[config.mk]
export PLATFORM = sky130hd
export DESIGN_NAME = debounced_countdown_timer_top
export DESIGN_NICKNAME = d
export VERILOG_FILES = /design/src/sv/dct_pkg.sv /design/src/sv/dct_debounce.sv /design/src/sv/dct_countdown.sv /design/src/sv/debounced_countdown_timer_top.sv
export VERILOG_INCLUDE_DIRS = /design/src /design/src/sv
export SDC_FILE = /design/constraint.sdc
export NUM_CORES = 1
export LEC_CHECK = 0
export BUFFER_PORTS_ARGS = -buffer_cell sky130_fd_sc_hd__buf_4
export CORE_ASPECT_RATIO = 1.5
export CORE_MARGIN = 4
export CORE_UTILIZATION = 35
export CTS_CLUSTER_DIAMETER = 120
export DETAILED_ROUTE_END_ITERATION = 10
export GPL_ROUTABILITY_DRIVEN = 0
export SETUP_SLACK_MARGIN = 0.02
export SLEW_MARGIN = 20
export SYNTH_ARGS = -nofsm -noshare
export SYNTH_HDL_FRONTEND = slang
export SYNTH_SLANG_ARGS = --single-unit
[constraint.sdc]
create_clock -name clk -period 3.2 [get_ports clk]
set_clock_uncertainty 0.1 [all_clocks]
set_input_delay 0.64 -clock clk [delete_from_list [all_inputs] [get_ports clk]]
set_output_delay 0.64 -clock clk [all_outputs]
set_load 0.02 [all_outputs]
[src/sv/assert_macros.svh]
// Assertion macros shared by the countdown timer RTL.
// Depends on nothing; files that assert include it by name.
// DCT_ASSERT expects clk and rst_n, DCT_ASSERT_ALWAYS expects clk, to be visible where used.
`ifndef ASSERT_MACROS_SVH
`define ASSERT_MACROS_SVH

`ifndef SYNTHESIS

// Checked while out of reset.
`define DCT_ASSERT(label, prop, msg) \
  label: assert property (@(posedge clk) disable iff (!rst_n) prop) else $error(msg);

// Checked at every edge, reset included.
`define DCT_ASSERT_ALWAYS(label, prop, msg) \
  label: assert property (@(posedge clk) prop) else $error(msg);

`else

`define DCT_ASSERT(label, prop, msg)
`define DCT_ASSERT_ALWAYS(label, prop, msg)

`endif

`endif

[src/sv/dct_pkg.sv]
// Package for the debounced countdown timer: widths, codes, reset values, types.
// Depends on nothing; every module of the timer imports it.
package dct_pkg;

  localparam int MIN_W = 7;
  localparam int SEC_W = 6;
  localparam int OP_W = 2;
  localparam int PRESS_W = 4;
  localparam int CFG_DATA_W = 7;

  localparam int DEBOUNCE_COUNT_DEF = 2;

  // Operation codes carried by an input item.
  localparam logic [OP_W-1:0] OP_DEBOUNCE = 2'd0;
  localparam logic [OP_W-1:0] OP_SECOND = 2'd1;
  localparam logic [OP_W-1:0] OP_STOP = 2'd2;

  // Configuration register indexes.
  localparam logic CFG_START_MINUTES = 1'b0;
  localparam logic CFG_START_SECONDS = 1'b1;

  localparam logic [MIN_W-1:0] START_MINUTES_RST = 7'd25;
  localparam logic [SEC_W-1:0] START_SECONDS_RST = 6'd0;
  localparam logic [SEC_W-1:0] SECONDS_WRAP = 6'd59;

  typedef enum logic [1:0] {
    MODE_IDLE = 2'd0,
    MODE_COUNTING = 2'd1,
    MODE_BUZZING = 2'd2
  } dct_mode_t;

  // Button events from the debouncer to the countdown.
  typedef struct packed {
    logic toggle;
  } dct_btn_t;

  // Next state of the countdown, as shown in a result item.
  typedef struct packed {
    dct_mode_t mode;
    logic [MIN_W-1:0] minutes;
    logic [SEC_W-1:0] seconds;
    logic expired;
  } dct_res_t;

endpackage

[src/sv/dct_debounce.sv]
// Button debouncer: press tick counter and release tracking.
// Depends on dct_pkg and assert_macros.svh.
`include "assert_macros.svh"

module dct_debounce #(
  parameter int DEBOUNCE_COUNT = dct_pkg::DEBOUNCE_COUNT_DEF
) (
  input  logic            clk,
  input  logic            rst_n,
  input  logic            step,
  input  logic            button_down,
  output dct_pkg::dct_btn_t btn
);
  import dct_pkg::*;

  logic [PRESS_W-1:0] press_ticks_r, press_ticks_nxt;
  logic               release_seen_r, release_seen_nxt;
  logic               held;

  assign held = !(press_ticks_r < PRESS_W'(DEBOUNCE_COUNT));

  always_comb begin
    press_ticks_nxt = press_ticks_r;
    release_seen_nxt = release_seen_r;
    btn = '0;
    if (step) begin
      if (button_down) begin
        if (!held) begin
          press_ticks_nxt = press_ticks_r + PRESS_W'(1);
        end else if (release_seen_r) begin
          btn.toggle = 1'b1;
          release_seen_nxt = 1'b0;
        end
      end else begin
        press_ticks_nxt = '0;
        release_seen_nxt = 1'b1;
      end
    end
  end

  always_ff @(posedge clk) begin
    if (!rst_n) begin
      press_ticks_r <= '0;
      release_seen_r <= 1'b1;
    end else begin
      press_ticks_r <= press_ticks_nxt;
      release_seen_r <= release_seen_nxt;
    end
  end

  `DCT_ASSERT(a_toggle_consumes_press, btn.toggle |=> !release_seen_r, "toggle left release set")
  `DCT_ASSERT(a_press_bounded,
    !(press_ticks_r > PRESS_W'(DEBOUNCE_COUNT)), "press count ran past debounce count")

endmodule

[src/sv/dct_countdown.sv]
// Countdown core: run mode and mm:ss counters, updated once per item.
// Depends on dct_pkg and assert_macros.svh.
`include "assert_macros.svh"

module dct_countdown (
  input  logic                      clk,
  input  logic                      rst_n,
  input  logic                      advance,
  input  logic [dct_pkg::OP_W-1:0]  op,
  input  dct_pkg::dct_btn_t         btn,
  input  logic [dct_pkg::MIN_W-1:0] start_minutes,
  input  logic [dct_pkg::SEC_W-1:0] start_seconds,
  output dct_pkg::dct_res_t         res
);
  import dct_pkg::*;

  dct_mode_t          mode_r;
  logic [MIN_W-1:0]   min_r;
  logic [SEC_W-1:0]   sec_r;

  always_comb begin
    res.mode = mode_r;
    res.minutes = min_r;
    res.seconds = sec_r;
    res.expired = 1'b0;
    if (advance) begin
      unique case (op)
        OP_DEBOUNCE: begin
          if (btn.toggle) begin
            unique case (mode_r)
              MODE_IDLE:     res.mode = MODE_COUNTING;
              MODE_COUNTING: res.mode = MODE_IDLE;
              default:       res.mode = mode_r;
            endcase
          end
        end
        OP_SECOND: begin
          if (mode_r == MODE_IDLE) begin
            res.minutes = start_minutes;
            res.seconds = start_seconds;
          end else if (min_r == '0 && sec_r == '0) begin
            res.minutes = start_minutes;
            res.seconds = start_seconds;
            res.mode = MODE_BUZZING;
            res.expired = 1'b1;
          end else if (sec_r == '0) begin
            res.seconds = SECONDS_WRAP;
            if (min_r != '0) begin
              res.minutes = min_r - MIN_W'(1);
            end
          end else begin
            res.seconds = sec_r - SEC_W'(1);
          end
        end
        OP_STOP: res.mode = MODE_IDLE;
        default: res.mode = mode_r;
      endcase
    end
  end

  always_ff @(posedge clk) begin
    if (!rst_n) begin
      mode_r <= MODE_IDLE;
      min_r <= '0;
      sec_r <= '0;
    end else begin
      mode_r <= res.mode;
      min_r <= res.minutes;
      sec_r <= res.seconds;
    end
  end

  `DCT_ASSERT(a_hold_without_item, !advance |=> $stable(mode_r) && $stable(min_r)
    && $stable(sec_r), "countdown state changed without an item")
  `DCT_ASSERT(a_expired_buzzes, res.expired |=> mode_r == MODE_BUZZING,
    "expiry did not enter buzzing")
  `DCT_ASSERT(a_second_step, advance && op == OP_SECOND && mode_r != MODE_IDLE
    && sec_r != '0 |=> sec_r == $past(sec_r) - SEC_W'(1), "seconds did not step down")

endmodule

[src/sv/debounced_countdown_timer_top.sv]
// Top level of the debounced countdown timer: input and result registers,
// configuration registers, and the debouncer and countdown core.
// Depends on dct_pkg, dct_debounce, dct_countdown and assert_macros.svh.
//
//   channel | direction | handshake           | payload
//   --------+-----------+---------------------+---------------------------------------
//   in_     | in        | in_valid / in_stall | in_operation, in_button_down
//   out_    | out       | out_valid/out_stall | out_mode, out_minutes_left,
//           |           |                     | out_seconds_left, out_expired
//   cfg_    | in        | cfg_valid/cfg_ready | cfg_index, cfg_data
//
// One item is taken per cycle when the result side keeps up; each item gives
// exactly one result, which is registered first in the input register and
// then in the result register; a stall can hold it in either. The only logic
// between them is the debounce compare and small decrements and compares on
// the mm:ss counters. Reset (rst_n low, synchronous) empties both registers,
// sets the mode to idle, the counts to 00:00 and the start time to 25:00.
// When out_stall holds a result, the item in the input register waits and
// in_stall rises; the configuration port is always ready.
`include "assert_macros.svh"

module debounced_countdown_timer_top #(
  parameter int DEBOUNCE_COUNT = dct_pkg::DEBOUNCE_COUNT_DEF
) (
  input  logic                           clk,
  input  logic                           rst_n,
  input  logic                           in_valid,
  output logic                           in_stall,
  input  logic [dct_pkg::OP_W-1:0]       in_operation,
  input  logic                           in_button_down,
  output logic                           out_valid,
  input  logic                           out_stall,
  output logic [1:0]                     out_mode,
  output logic [dct_pkg::MIN_W-1:0]      out_minutes_left,
  output logic [dct_pkg::SEC_W-1:0]      out_seconds_left,
  output logic                           out_expired,
  input  logic                           cfg_valid,
  output logic                           cfg_ready,
  input  logic                           cfg_index,
  input  logic [dct_pkg::CFG_DATA_W-1:0] cfg_data
);
  import dct_pkg::*;

  // Input register: holds one accepted item until the result register frees.
  logic            in_vld_r, in_vld_nxt;
  logic [OP_W-1:0] in_op_r;
  logic            in_btn_r;

  // Result register.
  logic            out_vld_r, out_vld_nxt;
  dct_res_t        out_res_r;

  // Start time registers.
  logic [MIN_W-1:0] start_min_r;
  logic [SEC_W-1:0] start_sec_r;

  logic     advance;
  logic     in_accept;
  dct_btn_t btn;
  dct_res_t res;

  // The held item moves on when the result register is empty or being read.
  assign advance = in_vld_r && (!out_vld_r || !out_stall);
  assign in_stall = in_vld_r && !advance;
  assign in_accept = in_valid && !in_stall;
  assign cfg_ready = 1'b1;

  always_comb begin
    in_vld_nxt = in_vld_r;
    if (in_accept) begin
      in_vld_nxt = 1'b1;
    end else if (advance) begin
      in_vld_nxt = 1'b0;
    end
    out_vld_nxt = out_vld_r && out_stall;
    if (advance) begin
      out_vld_nxt = 1'b1;
    end
  end

  always_ff @(posedge clk) begin
    if (!rst_n) begin
      in_vld_r <= 1'b0;
      out_vld_r <= 1'b0;
      start_min_r <= START_MINUTES_RST;
      start_sec_r <= START_SECONDS_RST;
    end else begin
      in_vld_r <= in_vld_nxt;
      out_vld_r <= out_vld_nxt;
      if (cfg_valid && cfg_ready) begin
        unique case (cfg_index)
          CFG_START_MINUTES: start_min_r <= cfg_data[MIN_W-1:0];
          CFG_START_SECONDS: start_sec_r <= cfg_data[SEC_W-1:0];
          default:           start_min_r <= start_min_r;
        endcase
      end
    end
  end

  // Payload registers load without reset; their valid bits guard them.
  always_ff @(posedge clk) begin
    if (in_accept) begin
      in_op_r <= in_operation;
      in_btn_r <= in_button_down;
    end
    if (advance) begin
      out_res_r <= res;
    end
  end

  dct_debounce #(
    .DEBOUNCE_COUNT(DEBOUNCE_COUNT)
  ) u_debounce (
    .clk         (clk),
    .rst_n       (rst_n),
    .step        (advance && in_op_r == OP_DEBOUNCE),
    .button_down (in_btn_r),
    .btn         (btn)
  );

  dct_countdown u_countdown (
    .clk           (clk),
    .rst_n         (rst_n),
    .advance       (advance),
    .op            (in_op_r),
    .btn           (btn),
    .start_minutes (start_min_r),
    .start_seconds (start_sec_r),
    .res           (res)
  );

  assign out_valid = out_vld_r;
  assign out_mode = out_res_r.mode;
  assign out_minutes_left = out_res_r.minutes;
  assign out_seconds_left = out_res_r.seconds;
  assign out_expired = out_res_r.expired;

  `DCT_ASSERT(a_held_item_waits, in_vld_r && !advance |=> in_vld_r,
    "held item dropped without a result")
  `DCT_ASSERT(a_result_follows, advance |=> out_vld_r, "item moved on without a result")

endmodule
## Word-level counts from Yosys, hierarchy flattened

Cells that the tools add are included.

- Add/sub/neg operators: 3
- Magnitude comparators: 1
- Equality and inequality tests: 5
- Mux-type cells: 25
- Bitwise gates (word level): 3
- Reduce and logical (&&, ||, !) cells: 22

Operator list:

| operator | number |
|---|---|
| two-way mux 13 bit | 2 |
| two-way mux 16 bit | 1 |
| two-way mux 14 bit | 1 |
| two-way mux 7 bit | 2 |
| two-way mux 1 bit | 11 |
| two-way mux 4 bit | 2 |
| AND reduction 2 bit | 4 |
| zero test 7 bit | 1 |
| nonzero test 7 bit | 1 |
| subtractor 7 x 1 -> 7 bit, second input constant | 1 |
| logical AND 1 bit | 6 |
| zero test 6 bit | 1 |
| two-way mux 2 bit | 3 |
| two-way mux 6 bit | 1 |
| case mux 2 bit (3 select lines) | 1 |
| subtractor 6 x 1 -> 6 bit, second input constant | 1 |
| adder 4 x 1 -> 4 bit, second input constant | 1 |
| equality test 2 x 1 -> 1 bit, second input constant | 2 |
| zero test 1 bit | 4 |
| zero test 2 bit | 2 |
| less-than comparator 4 x 2 -> 1 bit, second input constant | 1 |
| case mux 2 bit (2 select lines) | 1 |
| NOT 1 bit | 3 |
| OR reduction 3 bit | 1 |
| 5 further kinds | 5 |

- Register bits after elaboration: 54
- Input bits: 16
- Output and inout bits: 19
- Logic and storage cells: 74

## Logic depth before layout (Yosys ltp)

- Word-level depth: 8
- Gate-level depth with buffers: 8

## Hierarchy

Synthesis repeated with hierarchy kept, for this count alone.

- Cells, all modules: 268
- Area total of the unflattened synthesis: 2,722.6 sq um

By module, submodules not included:

| module | times used | cells an instance | area each (sq um) | sequential area each (sq um) |
|---|---|---|---|---|
| dct_countdown | 1 | 162 | 1,328.8 | 300.3 |
| debounced_countdown_timer_top | 1 | 85 | 1,178.6 | 870.8 |
| dct_debounce | 1 | 21 | 215.2 | 100.1 |

## Worst setup path after synthesis

No wires, ideal clock.

- Kind: input-to-reg
- Start: in out_stall
- End: reg out_res_r (netlist bit out_seconds_left[1]) (data pin)
- Library setup time: 0.263 ns
- Arrival: 2.072 ns
- Required time: 2.837 ns
- Slack: 0.764 ns
- Stages: 7
- Path buffers: 2
- Path through: a21bo_2 -> buf_2 -> inv_1 -> nand2_1 -> clkbuf_1 -> nor3_1 -> nor3_1

RTL lines:

| item | RTL line | RTL |
|---|---|---|
| start, declared | debounced_countdown_timer_top.sv:32 | `input logic out_stall,` |
| end signal, assigned | debounced_countdown_timer_top.sv:107 | `out_res_r <= res;` |
| end, declared | debounced_countdown_timer_top.sv:51 | `dct_res_t out_res_r;` |

==> out/results.tsv <==
stage	metric	value	unit
synthesis	top cells by count, synth	35 x dfxtp_1, 35 x nand2_1, 23 x nor2_1	
place	dpl ws	0.799	ns
layout	area delta synth->final	17.2	%
synthesis	synthesized cell area	2620	µm²
synthesis	synth top area cells	dfxtp_1 27%, edfxtp_1 22%, nand2_1 5.0%, a21oi_1 4.2%, nor2_1 3.3%	
synthesis	leading area contributor after synthesis	dfxtp_1	
clock_network	CTS Buf Count	5	
synthesis	adder-cell share of the synthesized area	0.0286	
floorplanning	die height	114	µm
timing	fin crit share	0.769	
synthesis	async set or reset register ratio after synthesis	0	
timing	FMAX	406	MHz
global_route	GR Layer Usage met3	0.0205	
worst_setup_path	critical path arrival	2.43	ns
flow_run	Max-Cap Viols	0	
clock_network	CTS tree	yes	
timing	fin. max-slew vios	0	
layout	register area	1270	µm²
detailed_routing	post-route ant nets	0	
synthesis	Post-Syn Nets	304	
synthesis	post-synthesis xor/xnor area fraction	0	
layout	nets	333	
worst_setup_path	Slowest cell on crit path	or4b_1	
worst_setup_path	Crit path largest cell delay	0.64	ns
floorplanning	starting density of the core	0.361	
worst_setup_path	Worst setup EP type	flop	
timing	Setup TNS	0	ns
synthesis	number of flops mapped to enable cells by yosys	19	
clock_network	CTS Sinks	54	
detailed_routing	drt drc	0	
power	Pwr Density	447	nW/µm²
timing	Hold Vio Cnt, Final	0	
detailed_routing	drt first pass iters	4	
layout	Antenna diodes	0	
worst_setup_path	Critical Path RT	3.17	ns
timing	final worst slack	0.738	ns
global_route	met1 Usage GRT	0.168	
power	Max VDD drop	0.000230	V
synthesis	Synth cell types	56	
floorplanning	Row Count	38	
global_route	most used routing layer	met2	
global_route	first-pass GRT wire length	10200	µm
timing	RSZ-0062 raised after global routing	no	
detailed_routing	1st-iter DRT viols	156	
min_path	Min-Delay Path Class	flop to flop	
global_route	GR Overflow Total	0	
global_route	largest net degree at the start of global routing	21	
clock_network	Worst-path clk slew	0.10	ns
synthesis	yosys synthesis warning count	0	
outcome	status	finished clean	
clock_network	post_cts resized	0	
worst_setup_path	crit start category	flop	
detailed_routing	total routed wirelength	6250	µm
synthesis	register area share after synthesis	0.485	
synthesis	ys flop type	dfxtp_1	
global_route	gr usage total	0.145	
layout	fillers	727	
clock_network	Hold-fix buffers, CTS	0	
clock_network	Clock Latency Late Sink	0.31	ns
synthesis	Cells after Synth	282	
layout	Layout Utilization	0.422	
detailed_routing	vias after detailed routing	2231	
synthesis	post-synthesis mux area share	0.00382	
worst_setup_path	worst r2r path cells	6	
global_route	number of global-route vias before repair	2134	
synthesis	Seq cells post-synth	54	
power	LEAKAGE	1.16	nW
worst_setup_path	CP Cell Sequence	inv_1 > ha_1 > or4b_1 > o21ai_0 > o311ai_1 > a22o_1	
floorplanning	Die ar.	8970	µm²
global_route	met2 usage	0.258	
place	IO buf count	33	
timing	headroom to the max-slew limit	0.588	
min_path	WHS Path Cells	2	
synthesis	combinational family with the most area after synthesis	compound AO/OA/AOI/OAI gates	
synthesis	Synth Area in Simple Gates	0.219	
clock_network	deepest clock path buffer count	2	
layout	multi-input logic area	1230	µm²
synthesis	Synth top area share	0.267	
synthesis	Syn Area/Cell	9.30	µm²
place	hpwl dp	4650	µm
layout	share of layout cells above drive strength 1	0.167	
timing	Tmin final	2.46	ns
timing	Finish-stage setup viols	0	
detailed_routing	Vias per Instance	5.42	
floorplanning	# IOs	35	
worst_setup_path	Setup CP Type	flop to flop	
timing	Worst Max-Slew Pin Slew	0.617	ns
clock_network	H-tree Lvls	2	
floorplanning	CORE AREA	7270	µm²
clock_network	post-CTS setup buffers	0	
detailed_routing	drt wl/cell	15.2	µm
synthesis	post-synthesis compound-gate area fraction	0.219	
floorplanning	Die X	78.7	µm
clock_network	Clock Root Buffer	clkbuf_8	
global_route	antenna violations before repair	0	
worst_setup_path	peak fanout along the critical path	6	
## critical path: cells and delay by family (launching register included)
family                   cells  cell delay, ns
AO/OA/AOI/OAI                3            0.81
AND/OR/NAND/NOR              1            0.64
flip-flops                   1            0.36
adder cells (fa/ha/maj)      1            0.22
buffers and inverters        1            0.10
## placed cells by master, fill, tap and decap left out, types with 5 or more instances in the layout
master and count:
buf_4 37, a211oi_1 5, nand2_1 35, clkbuf_8 6, nor2b_1 5, dfxtp_1 35, a21oi_1 22, o21ai_0 11
inv_1 14, nand3_1 16, edfxtp_1 19, ha_1 6, nor2_1 23, nor3_1 6
## logic make-up (layout without fill, tap and decap cells)
family,after synthesis,count (layout)
other cells,1,1
fa+ha+maj,6,6
buf+inv,29,59
mux,1,1
simple gates,110,110
compound gates,81,81
flops,54,54
## where the power goes
part	total [W]	internal, W	switching (W)
Combinational	0.000174	0.0000655	0.000108
Sequential	0.000756	0.000737	0.0000193
Clock	0.000445	0.000224	0.000221
Total	0.00137	0.00103	0.000349
## metal layers
layer | part of all wire | vias to the layer above
met5 | 0 | -
met1 | 0.41 | 1056
li1 | - | 1103
met2 | 0.52 | 64
met3 | 0.049 | 8
met4 | 0.021 | 0
## registers in the layout, summed over array words and instances, names as in the netlist, 2 cells and up
signal and count:
u_countdown.min_r 7, out_mode 2, out_minutes_left 7, u_countdown.sec_r 6
out_seconds_left 6, u_debounce.press_ticks_r 4, start_min_r 7, start_sec_r 6
u_countdown.mode_r 2, in_op_r 2
## cell type report
cell class	count	area share
Multi-Input combinational cell	199	0.402
Clock buffer	8	0.0362
Sequential cell	54	0.414
Tap cell	100	0.0407
Inverter	14	0.0171
Timing Repair Buffer	37	0.0904
## per-stage QoR
step / power (W) / std cells / area (µm²) / hold slack [ns]
2_1_floorplan: 0.000882 / 282 / 2620 / 0.314
3_3_place_gp: 0.000944 / 404 / 2960 / 0.321
3_5_place_dp: 0.000945 / 404 / 2960 / 0.327
4_1_cts: 0.00139 / 412 / 3070 / 0.341
5_1_grt: 0.00143 / 412 / 3070 / 0.386
6_report: 0.00137 / 412 / 3070 / 0.342
## worst paths after layout
kind              slack [ns]                         from                          end
setup / recovery        0.74         u_countdown.sec_r[0]          out_minutes_left[2]
hold / removal          0.34  u_debounce.press_ticks_r[3]  u_debounce.press_ticks_r[3]
setup reg to reg        0.74         u_countdown.sec_r[0]          out_minutes_left[2]
hold reg to reg         0.34  u_debounce.press_ticks_r[3]  u_debounce.press_ticks_r[3]
Power figures use the tool's default switching activity.
